`config.mk`:
```
export PLATFORM = sky130hd
export DESIGN_NAME = dma_descriptor_table_builder
export DESIGN_NICKNAME = d
export VERILOG_FILES = /design/src/rtl/dtb_pkg.sv /design/src/rtl/dtb_front.sv /design/src/rtl/dtb_fifo.sv /design/src/rtl/dtb_back.sv /design/src/rtl/dma_descriptor_table_builder.sv
export SDC_FILE = /design/constraint.sdc
export NUM_CORES = 1
export LEC_CHECK = 0
export BUFFER_PORTS_ARGS = -buffer_cell sky130_fd_sc_hd__buf_4
export CORE_ASPECT_RATIO = 1.4
export CORE_MARGIN = 10
export CORE_UTILIZATION = 45
export DETAILED_ROUTE_END_ITERATION = 16
export GPL_ROUTABILITY_DRIVEN = 1
export PLACE_DENSITY_LB_ADDON = 0.05
export SLEW_MARGIN = 20
export SYNTH_ARGS = -nofsm -noshare
export SYNTH_HDL_FRONTEND = slang
export SYNTH_SLANG_ARGS = --single-unit
```
`constraint.sdc`:
```
create_clock -name clk -period 10.7 [get_ports clk]
set_clock_uncertainty 0.2 [all_clocks]
set_input_delay 2.675 -clock clk [delete_from_list [all_inputs] [get_ports clk]]
set_output_delay 2.675 -clock clk [all_outputs]
set_load 0.005 [all_outputs]
```
`src/rtl/dtb_pkg.sv`:
```
// ----------------------------------------------------------------------------
// dtb_pkg
// Shared constants, status codes and the queue item type of the descriptor
// table builder.
// ----------------------------------------------------------------------------
package dtb_pkg;

	localparam int unsigned PAGE_BYTES      = 4096;
	localparam int unsigned MAX_ENTRIES_DEF = 64;
	localparam int unsigned OFF_W           = $clog2(PAGE_BYTES);
	localparam int unsigned CHUNK_W         = $clog2(PAGE_BYTES + 1);
	localparam int unsigned FIFO_DEPTH      = 2;

	localparam logic [1:0] ALIGN_MASK = 2'h3;

	localparam logic [1:0] ST_OK  = 2'd0;
	localparam logic [1:0] ST_REJ = 2'd1;
	localparam logic [1:0] ST_OVF = 2'd2;

	typedef struct packed {
		logic               reject;
		logic [31:0]        vaddr;
		logic [23:0]        count;
		logic [CHUNK_W-1:0] first_chunk;
	} dtb_item_t;

endpackage

```
`src/rtl/dtb_front.sv`:
```
// ----------------------------------------------------------------------------
// dtb_front
// Accepts transfer requests, checks count and alignment and works out the
// size of the first descriptor, then hands the request to the queue.
// ----------------------------------------------------------------------------
module dtb_front
	import dtb_pkg::*;
(
	input  logic        clk,
	input  logic        arst_n,
	input  logic        in_valid,
	output logic        in_stall,
	input  logic [31:0] buffer_address,
	input  logic [23:0] byte_count,
	output logic        push,
	output dtb_item_t   push_item,
	input  logic        q_full
);

	logic      valid_s1;
	dtb_item_t item_s1;

	assign in_stall  = valid_s1 && q_full;
	assign push      = valid_s1 && !q_full;
	assign push_item = item_s1;

	always_ff @(posedge clk or negedge arst_n) begin
		if (!arst_n) begin
			valid_s1 <= 1'b0;
		end else if (!in_stall) begin
			valid_s1 <= in_valid;
		end
	end

	always_ff @(posedge clk) begin
		if (in_valid && !in_stall) begin
			item_s1.reject      <= (byte_count == 24'd0)
				|| ((buffer_address[1:0] & ALIGN_MASK) != 2'd0)
				|| ((byte_count[1:0] & ALIGN_MASK) != 2'd0);
			item_s1.vaddr       <= buffer_address;
			item_s1.count       <= byte_count;
			item_s1.first_chunk <= CHUNK_W'(PAGE_BYTES)
				- CHUNK_W'(buffer_address[OFF_W-1:0]);
		end
	end

endmodule

```
`src/rtl/dtb_fifo.sv`:
```
// ----------------------------------------------------------------------------
// dtb_fifo
// Short queue of classified requests between the front and the back end.
// ----------------------------------------------------------------------------
module dtb_fifo
	import dtb_pkg::*;
(
	input  logic      clk,
	input  logic      arst_n,
	input  logic      push,
	input  dtb_item_t push_item,
	output logic      full,
	input  logic      pop,
	output dtb_item_t pop_item,
	output logic      empty
);

	localparam int unsigned PTR_W = $clog2(FIFO_DEPTH);
	localparam int unsigned CNT_W = $clog2(FIFO_DEPTH + 1);

	dtb_item_t        mem_q [FIFO_DEPTH];
	logic [PTR_W-1:0] wr_ptr_q;
	logic [PTR_W-1:0] rd_ptr_q;
	logic [CNT_W-1:0] cnt_q;

	assign full     = (cnt_q == CNT_W'(FIFO_DEPTH));
	assign empty    = (cnt_q == '0);
	assign pop_item = mem_q[rd_ptr_q];

	always_ff @(posedge clk) begin
		if (push) begin
			mem_q[wr_ptr_q] <= push_item;
		end
	end

	always_ff @(posedge clk or negedge arst_n) begin
		if (!arst_n) begin
			wr_ptr_q <= '0;
			rd_ptr_q <= '0;
			cnt_q    <= '0;
		end else begin
			if (push) begin
				wr_ptr_q <= (wr_ptr_q == PTR_W'(FIFO_DEPTH - 1)) ? '0 : wr_ptr_q + 1'b1;
			end
			if (pop) begin
				rd_ptr_q <= (rd_ptr_q == PTR_W'(FIFO_DEPTH - 1)) ? '0 : rd_ptr_q + 1'b1;
			end
			if (push && !pop) begin
				cnt_q <= cnt_q + 1'b1;
			end else if (pop && !push) begin
				cnt_q <= cnt_q - 1'b1;
			end
		end
	end

	a_no_overrun: assert property (@(posedge clk) disable iff (!arst_n)
		full |-> !push || pop)
		else $error("queue written while full");
	a_no_underrun: assert property (@(posedge clk) disable iff (!arst_n)
		empty |-> !pop)
		else $error("queue read while empty");
	a_count_range: assert property (@(posedge clk) disable iff (!arst_n)
		cnt_q <= CNT_W'(FIFO_DEPTH))
		else $error("queue count out of range");

endmodule

```
`src/rtl/dtb_back.sv`:
```
// ----------------------------------------------------------------------------
// dtb_back
// Takes requests from the queue and, while out_stall is low, writes one
// descriptor per cycle to the output register, or one error word per reject.
// ----------------------------------------------------------------------------
module dtb_back
	import dtb_pkg::*;
#(
	parameter int unsigned MAX_ENTRIES = MAX_ENTRIES_DEF
) (
	input  logic        clk,
	input  logic        arst_n,
	input  logic [31:0] phys_offset,
	output logic        pop,
	input  dtb_item_t   pop_item,
	input  logic        q_empty,
	output logic        out_valid,
	input  logic        out_stall,
	output logic [31:0] entry_base,
	output logic [12:0] entry_bytes,
	output logic        last,
	output logic [1:0]  status
);

	localparam int unsigned N_W = $clog2(MAX_ENTRIES);

	logic               busy_q;
	logic [31:0]        vaddr_q;
	logic [23:0]        count_q;
	logic [CHUNK_W-1:0] chunk_q;
	logic [N_W-1:0]     n_q;

	logic               out_valid_q;
	logic [31:0]        base_q;
	logic [12:0]        bytes_q;
	logic               last_q;
	logic [1:0]         status_q;

	logic               advance;
	logic [23:0]        chunk;
	logic [23:0]        rem;
	logic               done;
	logic               ovf;

	assign advance = !out_valid_q || !out_stall;
	assign pop     = !busy_q && advance && !q_empty;

	assign chunk = (24'(chunk_q) > count_q) ? count_q : 24'(chunk_q);
	assign rem   = count_q - chunk;
	assign done  = (rem == 24'd0);
	assign ovf   = (n_q == N_W'(MAX_ENTRIES - 1));

	always_ff @(posedge clk or negedge arst_n) begin
		if (!arst_n) begin
			busy_q      <= 1'b0;
			out_valid_q <= 1'b0;
		end else if (advance) begin
			if (busy_q) begin
				busy_q      <= !(done || ovf);
				out_valid_q <= 1'b1;
			end else if (pop) begin
				busy_q      <= !pop_item.reject;
				out_valid_q <= pop_item.reject;
			end else begin
				out_valid_q <= 1'b0;
			end
		end
	end

	always_ff @(posedge clk) begin
		if (advance) begin
			if (busy_q) begin
				base_q   <= vaddr_q - phys_offset;
				bytes_q  <= chunk[12:0];
				last_q   <= done || ovf;
				status_q <= done ? ST_OK : (ovf ? ST_OVF : ST_OK);
				vaddr_q  <= vaddr_q + 32'(chunk);
				count_q  <= rem;
				chunk_q  <= CHUNK_W'(PAGE_BYTES);
				n_q      <= n_q + 1'b1;
			end else if (pop) begin
				base_q   <= 32'd0;
				bytes_q  <= 13'd0;
				last_q   <= 1'b1;
				status_q <= ST_REJ;
				vaddr_q  <= pop_item.vaddr;
				count_q  <= pop_item.count;
				chunk_q  <= pop_item.first_chunk;
				n_q      <= '0;
			end
		end
	end

	assign out_valid   = out_valid_q;
	assign entry_base  = base_q;
	assign entry_bytes = bytes_q;
	assign last        = last_q;
	assign status      = status_q;

	a_pop_idle: assert property (@(posedge clk) disable iff (!arst_n)
		pop |-> !busy_q)
		else $error("request taken while a run is in progress");
	a_run_open: assert property (@(posedge clk) disable iff (!arst_n)
		(out_valid_q && !last_q) |-> busy_q)
		else $error("run ended without a last descriptor");
	a_err_word: assert property (@(posedge clk) disable iff (!arst_n)
		(out_valid_q && (status_q != ST_OK)) |-> last_q)
		else $error("error status on a word that is not last");
	a_rej_zero: assert property (@(posedge clk) disable iff (!arst_n)
		(out_valid_q && (status_q == ST_REJ)) |-> (bytes_q == 13'd0 && base_q == 32'd0))
		else $error("rejected request carries a nonzero descriptor");

endmodule

```
`src/rtl/dma_descriptor_table_builder.sv`:
```
// ----------------------------------------------------------------------------
// dma_descriptor_table_builder
// Turns a transfer request into a run of page-bounded scatter-gather
// descriptors.
//
// The input channel (in_valid, in_stall) carries one request per word: a
// buffer virtual address and a byte count. The output channel (out_valid,
// out_stall) carries one descriptor per word: physical base, byte count,
// last flag and status. A request with a zero count or a misaligned address
// or count yields one error word. A request needing more than MAX_ENTRIES
// descriptors is cut at MAX_ENTRIES, the final one marked with overflow.
// A request's first descriptor passes the front register, the queue, the
// back end's working registers and the output register; an error word
// skips the working registers. The back end then writes one descriptor per
// cycle into the output register while the receiver does not stall, and
// takes no new request until the run ends. A two-entry queue lets new requests
// be accepted while a run is still being emitted. When the receiver stalls,
// the output word holds and the back end waits; the queue fills and in_stall
// rises. Reset clears all words in flight and sets phys_offset to zero.
// ----------------------------------------------------------------------------
module dma_descriptor_table_builder
	import dtb_pkg::*;
#(
	parameter int unsigned MAX_ENTRIES = MAX_ENTRIES_DEF
) (
	input  logic        clk,
	input  logic        arst_n,
	input  logic        cfg_we,
	input  logic [31:0] cfg_wdata,
	input  logic        in_valid,
	output logic        in_stall,
	input  logic [31:0] buffer_address,
	input  logic [23:0] byte_count,
	output logic        out_valid,
	input  logic        out_stall,
	output logic [31:0] entry_base,
	output logic [12:0] entry_bytes,
	output logic        last,
	output logic [1:0]  status
);

	logic [31:0] phys_offset_q;
	logic        push;
	logic        pop;
	logic        q_full;
	logic        q_empty;
	dtb_item_t   push_item;
	dtb_item_t   pop_item;

	always_ff @(posedge clk or negedge arst_n) begin
		if (!arst_n) begin
			phys_offset_q <= 32'd0;
		end else if (cfg_we) begin
			phys_offset_q <= cfg_wdata;
		end
	end

	dtb_front u_front (
		.clk            (clk),
		.arst_n         (arst_n),
		.in_valid       (in_valid),
		.in_stall       (in_stall),
		.buffer_address (buffer_address),
		.byte_count     (byte_count),
		.push           (push),
		.push_item      (push_item),
		.q_full         (q_full)
	);

	dtb_fifo u_fifo (
		.clk       (clk),
		.arst_n    (arst_n),
		.push      (push),
		.push_item (push_item),
		.full      (q_full),
		.pop       (pop),
		.pop_item  (pop_item),
		.empty     (q_empty)
	);

	dtb_back #(
		.MAX_ENTRIES (MAX_ENTRIES)
	) u_back (
		.clk         (clk),
		.arst_n      (arst_n),
		.phys_offset (phys_offset_q),
		.pop         (pop),
		.pop_item    (pop_item),
		.q_empty     (q_empty),
		.out_valid   (out_valid),
		.out_stall   (out_stall),
		.entry_base  (entry_base),
		.entry_bytes (entry_bytes),
		.last        (last),
		.status      (status)
	);

endmodule
```
==> flow_metrics.tcl, run 1 <==
set metrics [dict create \
    outcome "complete, no violations" \
    grt_use_met3_pct 2.74 \
    max_freq_mhz 159 \
    cpMostUsedCell "nor3_1" \
    synth_top_area_share_pct 55.7 \
    yosys.area.top_type "edfxtp_1" \
    clk_latency_ns 0.54 \
    r2r_end "u_back.status[1]" \
    async_flop_share_pct 10.6 \
    crit_fanout 13 \
    p_leak_nw 8.13 \
    tightest_slew_ns 1.01 \
    cts_resized 0 \
    grt_first_pass_wirelength_um 62400 \
    die_y_um 255 \
    synth_flop_cell "edfxtp_1" \
    grt_setup_unrepaired "false" \
    setup_tns_ns 0 \
    reg2reg_depth 16 \
    tritoncts "built" \
    detail_route.wl_per_cell_um 18.7 \
    grt_pass1_vias 11400 \
    ys_top_cells_by_area "edfxtp_1, ha_1, dfrtp_1" \
    finish.utilization_pct 53.2 \
    period_share_pct 58.6 \
    gp_congestion 0.896 \
    synth_edf_count 330 \
    power.density_nw_per_um2 280 \
    final_nets 1750 \
    boundaryPins 143 \
    post_drt_via_cell_ratio 5.30 \
    portBuffers 142 \
    r2r_start "u_back.count_q[17]" \
    synth_commonest_cells "edfxtp_1, nor2_1, nand2_1" \
    grt_max_degree 79 \
    critPathLaunch "u_back.count_q[17]" \
    ys_warn_count 0 \
    grt_use_total_pct 16.4 \
    hp-start "u_front.push_item[22]" \
    rows 86 \
    rrSetupSlack_ns 4.42 \
    vias 11300 \
    period_minus_slack_ns 6.28 \
    fin_hold_ws_ns 0.242 \
    path_class "reg -> reg" \
    syn_inst 1413 \
    design_area_um2 20800 \
    arrival_ns 6.36 \
    chipWidth_um 188 \
    fillers 3395 \
    hpwl_um 28700 \
    final_hold_viol_count 0 \
    critPathRequiredTime_ns 10.79 \
    seq_area_frac_synth_pct 61.2 \
    slowest_delay_ns 0.79 \
    wirelength_um 39900 \
    htreeDepth 2 \
    max_cap_violations 0 \
    grt-ovfl-total 0 \
    dieArea_um2 48000 \
    top_usage_layer "met2" \
    grt_util_met2_pct 28.9 \
    ant_nets 0 \
    clkSlewWorstSetupHoldPaths_ns 0.06 \
    antennaDiodeCount 0 \
    cts_root_buffer "clkbuf_16" \
    cts_buffers 39 \
    drive_above_1_share_pct 15.7 \
    hold_class "reg -> reg" \
    finalMaxSlewViolations 0 \
    crit_slowest_cell "o311a_1" \
    antenna_found_initial 0 \
    detail_route.first_pass.iterations 5 \
    p_total_mw 5.83 \
    postCtsSetupBuffers 0 \
    ys_types 82 \
    area.growth.synth_to_final_pct 17.2 \
    syn_area_um2 17800 \
    peakVddDrop_uv 129 \
    startpoint_type "flip-flop" \
    clock_path_buffers 3 \
    avgSynthCellArea_um2 12.6 \
    hold_depth 0 \
    initialDrtViolationCount 594 \
    slew_headroom_pct 33.0 \
    hold_buffers 0 \
    use_met1_pct 19.5 \
    coreArea_um2 39200 \
    place_area_um2 19400 \
    min_to "u_fifo.mem_q[1][22]" \
    drcViolationCount 0 \
    start_util_pct 45.4 \
    cts_sinks 369 \
    synth-seq-cells 369 \
    finalSetupViolations 0 \
    yosysMostFrequentCell "edfxtp_1" \
    end_kind "flip-flop" \
    cp_cell_sequence "or4_1 -> or3_1 -> nor3_1 -> o311a_1 -> mux2i_1 -> ha_1 -> inv_1 -> fa_1 -> a211oi_1 -> o21ai_1 -> a32o_1 -> nor3_1 -> xnor2_1 -> nand4b_1 -> o41ai_2 -> nor2_1" \
]
registers in the layout (all words and copies together) (netlist names):
signal and count:
phys_offset_q 32, u_fifo.cnt_q 2, u_back.last 1, u_back.status 2, u_back.entry_base 32, u_back.chunk_q 13
u_fifo.rd_ptr_q 1, u_back.out_valid 1, u_front.valid_s1 1, u_back.busy_q 1, u_fifo.mem_q 138, u_back.entry_bytes 13
u_front.push_item 69, u_back.vaddr_q 32, u_back.n_q 6, u_fifo.wr_ptr_q 1, u_back.count_q 24
how the worst max path moves through the flow:
stage / end / slack (ns) / cells after the start
floorplan: u_back.chunk_q[0] / 0.98 / 1
global placement: u_back.status[1] / 4.59 / 16
detailed placement: u_back.status[1] / 4.40 / 16
CTS: u_back.status[1] / 4.40 / 16
finish: u_back.status[1] / 4.42 / 16
global route: u_back.status[1] / 4.03 / 16
through the flow:
step	instances	worst slack, ns
after floorplan	1423	0.976
after global placement	2057	4.59
after detailed placement	2057	4.40
after CTS	2127	4.40
after global routing	2127	4.03
final	2127	4.42
power breakdown:
| group | leakage [nW] | internal (mW) | switching [mW] |
|---|---|---|---|
| Sequential | 3.62 | 2.12 | 0.215 |
| Combinational | 3.84 | 0.875 | 1.17 |
| Clock | 0.665 | 0.893 | 0.558 |
| Total | 8.13 | 3.89 | 1.94 |
metal layers:
layer  up-vias  share of wire, %
li1       5583                 -
met1      5362                42
met2       246                50
met3        74               3.9
met4         0               3.7
met5         -                 0
area by class of cell:
| type | count | area [um^2] | share of cell area [%] |
|---|---|---|---|
| flip-flops and latches | 369 | 10900 | 52.3 |
| multi-input cells | 927 | 6450 | 31.0 |
| repair buffers | 150 | 1130 | 5.41 |
| clock buffers | 48 | 1040 | 5.00 |
| well taps | 528 | 661 | 3.17 |
| clock inverters | 22 | 348 | 1.67 |
| inverters | 83 | 312 | 1.50 |
cell families after synthesis:
group                    after synthesis  share of synthesized area [%]
flip-flops                           369                           61.2
AND/OR/NAND/NOR                      353                           9.80
AO/OA/AOI/OAI                        331                           12.3
buffers and inverters                127                           2.79
adder cells (fa/ha/maj)               87                           6.25
XOR/XNOR                              80                           3.94
multiplexers                          65                           3.71
other                                  1                         0.0211
worst max-delay path, delay by kind of cell (launching register included):
family,cells,cell delay (ns)
AO/OA/AOI/OAI,5,2.36
AND/OR/NAND/NOR,6,1.73
flip-flops,1,0.48
buffers and inverters,1,0.05
adder cells (fa/ha/maj),2,0.63
multiplexers,1,0.41
XOR/XNOR,1,0.18
cells in the final DEF (no fill, tap or decap), types with 14 or more instances in the layout:
master / count
a211oi_1: 34
nand3_1: 16
nor2_1: 98
o21ai_0: 89
mux2i_1: 58
a21o_1: 29
a21oi_1: 80
xor2_1: 29
buf_4: 150
ha_1: 84
dfrtp_1: 37
inv_1: 82
nor2b_1: 33
clkbuf_16: 40
nor4_1: 14
o21a_1: 17
nand2_1: 94
edfxtp_1: 330
and3_1: 14
nor3_1: 22
xnor2_1: 51
No activity file was read; power rests on OpenSTA's default activity.
==> run 2: changes to the inputs <==
--- a/config.mk
+++ b/config.mk
@@ -5,6 +5,7 @@
 export SDC_FILE = /design/constraint.sdc
 export NUM_CORES = 1
 export LEC_CHECK = 0
+export ABC_AREA = 1
 export BUFFER_PORTS_ARGS = -buffer_cell sky130_fd_sc_hd__buf_4
 export CORE_ASPECT_RATIO = 1.4
 export CORE_MARGIN = 10
==> constraint.sdc (replaced) <==
create_clock -name clk -period 6.2 [get_ports clk]
set_clock_uncertainty 0.2 [all_clocks]
set_input_delay 1.55 -clock clk [delete_from_list [all_inputs] [get_ports clk]]
set_output_delay 1.55 -clock clk [all_outputs]
set_load 0.005 [all_outputs]
==> run 2 against run 1 <==
  * Via count is 21% higher
  * Total power grew 110%
  * Die area rose by 4.5%
  * Non-clock buffer count is 1 higher
  * Global-route usage grew 4.4 points
  * Critical path type unchanged
  * Critical endpoint is now u_back.vaddr_q[30]
  * Largest power group is now combinational logic
==> flow_metrics.tcl, run 2 <==
set metrics [dict create \
    synth-seq-cells 369 \
    largest_reg_flops 138 \
    dieArea_um2 50100 \
    crit_buf_inv 4 \
    dp.cells 2525 \
    tritoncts "built" \
    start_util_pct 45.4 \
    multi_input_area_um2 6820 \
    syn_area_um2 18700 \
    yosys.area.top_type "edfxtp_1" \
    slew_headroom_pct 28.9 \
    clk_latency_ns 0.56 \
    async_flop_share_pct 10.6 \
    rows 88 \
    design_area_um2 21600 \
    final_nets 2204 \
    chipWidth_um 192 \
    arrival_ns 4.76 \
    grt_setup_unrepaired "false" \
    grt_first_pass_wirelength_um 79600 \
    slowest_delay_ns 0.41 \
    portBuffers 142 \
    post_drt_via_cell_ratio 5.25 \
    final_cell_mix "nand2_1, edfxtp_1, inv_1" \
    cts_buffers 37 \
    coreArea_um2 41100 \
    antennaDiodeCount 0 \
    hold_class "reg -> reg" \
    synth_flop_cell "edfxtp_1" \
    place_area_um2 20400 \
    vias 13600 \
    wirelength_um 52600 \
    finalMaxSlewViolations 0 \
    finalSetupViolations 0 \
    clkSlewWorstSetupHoldPaths_ns 0.06 \
    ys_types 54 \
    outcome "complete, no violations" \
    switchingPower_mw 5.21 \
    detail_route.wl_per_cell_um 20.3 \
    synth_edf_count 330 \
    preCtsSetupSlack_ns 1.54 \
    initialDrtViolationCount 705 \
    path_class "reg -> reg" \
    p_total_mw 12.3 \
    crit_slowest_cell "edfxtp_1" \
    setup_tns_ns 0 \
    power.density_nw_per_um2 569 \
    grt_max_degree 85 \
    synth_top_area_share_pct 53.1 \
    clkPwrFrac_pct 18.7 \
    boundaryPins 143 \
    drcViolationCount 0 \
    cts_resized 0 \
    gp_congestion 0.937 \
    max_freq_mhz 214 \
    ys_warn_count 0 \
    grt_pass1_vias 14000 \
    drive_above_1_share_pct 13.4 \
    grt_use_total_pct 20.9 \
    crit_fanout 26 \
    cts_root_buffer "clkbuf_16" \
    peakVddDrop_uv 288 \
    fillers 3743 \
    p_leak_nw 9.00 \
    syn_inst 1867 \
    ant_nets 0 \
    path_delay_family "simple AND/OR/NAND/NOR gates" \
    tightest_slew_ns 1.07 \
    yosysMostFrequentCell "nand2_1" \
    cpMostUsedCell "nand2_1" \
    fin_hold_ws_ns 0.247 \
    fin_ws_ns 1.52 \
    internal_power_mw 7.09 \
    swShare_pct 42.4 \
    seq_area_frac_synth_pct 58.3 \
    critPathRequiredTime_ns 6.29 \
    layoutNonFillerInstCount 2593 \
    finish.utilization_pct 52.6 \
    max_cap_violations 0 \
    area.growth.synth_to_final_pct 15.9 \
    grt-ovfl-total 0 \
    synth_commonest_cells "nand2_1, edfxtp_1, inv_1" \
    detail_route.first_pass.iterations 6 \
    period_share_pct 75.4 \
    cts_sinks 369 \
    end_kind "flip-flop" \
    antenna_found_initial 0 \
    die_y_um 261 \
    ys_top_cells_by_area "edfxtp_1, nand2_1, ha_1" \
    startpoint_type "flip-flop" \
    final_hold_viol_count 0 \
    ff_latch_area_um2 10900 \
    final_common_cell "nand2_1" \
    htreeDepth 2 \
    clock_path_buffers 3 \
    avgSynthCellArea_um2 10.0 \
    period_minus_slack_ns 4.68 \
    power_frac_seq_pct 36.1 \
    postCtsSetupBuffers 0 \
    hold_buffers 0 \
    power_frac_comb_pct 45.2 \
    top_register "u_fifo.mem_q" \
    hpwl_um 39500 \
]
==> run 2: changes by cell type in the layout (fill, tap and decap cells not counted), sizes merged, moves of 43 or more <==
cell | before | now
nand2 | 94 | 381
nor2 | 99 | 229
o21ai | 101 | 157
nand3 | 16 | 59
mux2i | 58 | 9
inv | 86 | 225
==> run 2: logic make-up (layout without fill, tap and decap cells) <==
| kind of cell | after synthesis | count (layout) | share of synthesized area [%] |
|---|---|---|---|
| and+or+nand+nor | 729 | 729 | 16.5 |
| AOI/OAI and AO/OA | 377 | 377 | 11.9 |
| DFF | 369 | 369 | 58.3 |
| buffers and inverters | 267 | 443 | 5.48 |
| adders and majority gates | 87 | 87 | 5.95 |
| xor gates and xnor gates | 26 | 26 | 1.22 |
| muxes | 11 | 11 | 0.603 |
| other | 1 | 11 | 0.0201 |
==> run 2: path summary, 6_finish.rpt <==
kind / start / endpoint / slack [ns] / depth (start not counted)
min in group asynchronous: arst_n / phys_offset_q[7] / 0.80 / 1
hold / removal: u_front.push_item[37] / u_fifo.mem_q[0][37] / 0.25 / 0
setup reg to reg: u_back.count_q[1] / u_back.vaddr_q[30] / 1.52 / 27
max in group asynchronous: arst_n / u_fifo.rd_ptr_q / 4.59 / 1
hold reg to reg: u_front.push_item[37] / u_fifo.mem_q[0][37] / 0.25 / 0
setup / recovery: u_back.count_q[1] / u_back.vaddr_q[30] / 1.52 / 27
==> run 2: power by group through the flow <==
stage	clock network (mW)	registers [mW]	logic, mW
CTS	2.36	4.45	5.61
detailed placement	0	4.50	5.58
finish	2.30	4.44	5.57
global placement	0	4.47	5.57
floorplan	0	4.29	3.73
global route	2.44	4.51	6.26
==> run 2: area by class of cell <==
cell class / count / share of cell area [%]
flip-flops and latches: 369 / 50.4
inverters: 224 / 3.89
multi-input cells: 1241 / 31.5
clock buffers: 47 / 4.59
repair buffers: 151 / 5.30
clock inverters: 21 / 1.19
well taps: 540 / 3.13
==> run 2: worst reg2reg max path, cell delays in order (launching register included) <==
cell and delay (ns):
edfxtp_1 0.41, inv_1 0.09, ha_1 0.28, inv_1 0.04, nor2_1 0.09, nor2_1 0.05
o21a_1 0.16, o211ai_1 0.20, nand2_1 0.10, o31ai_2 0.09, nand2_4 0.27, nand2_1 0.15
o21a_1 0.15, inv_1 0.07, ha_1 0.21, fa_1 0.38, nand2_1 0.10, nand2_1 0.07
nand2_1 0.06, nand2_1 0.12, a21oi_1 0.20, inv_1 0.12, nand4_1 0.09, nand3_1 0.24
nand2_1 0.21, o21ai_0 0.09, o211ai_1 0.08, o21ai_0 0.10
==> run 2: metal layers <==
| layer | global-route usage (%) | up-vias | wire [um] |
|---|---|---|---|
| met3 | 2.25 | 86 | 1670 |
| met1 | 21.6 | 6505 | 19100 |
| met2 | 41.0 | 282 | 29600 |
| met4 | 9.06 | 0 | 2260 |
| li1 | - | 6739 | - |
| met5 | 0 | - | 0 |
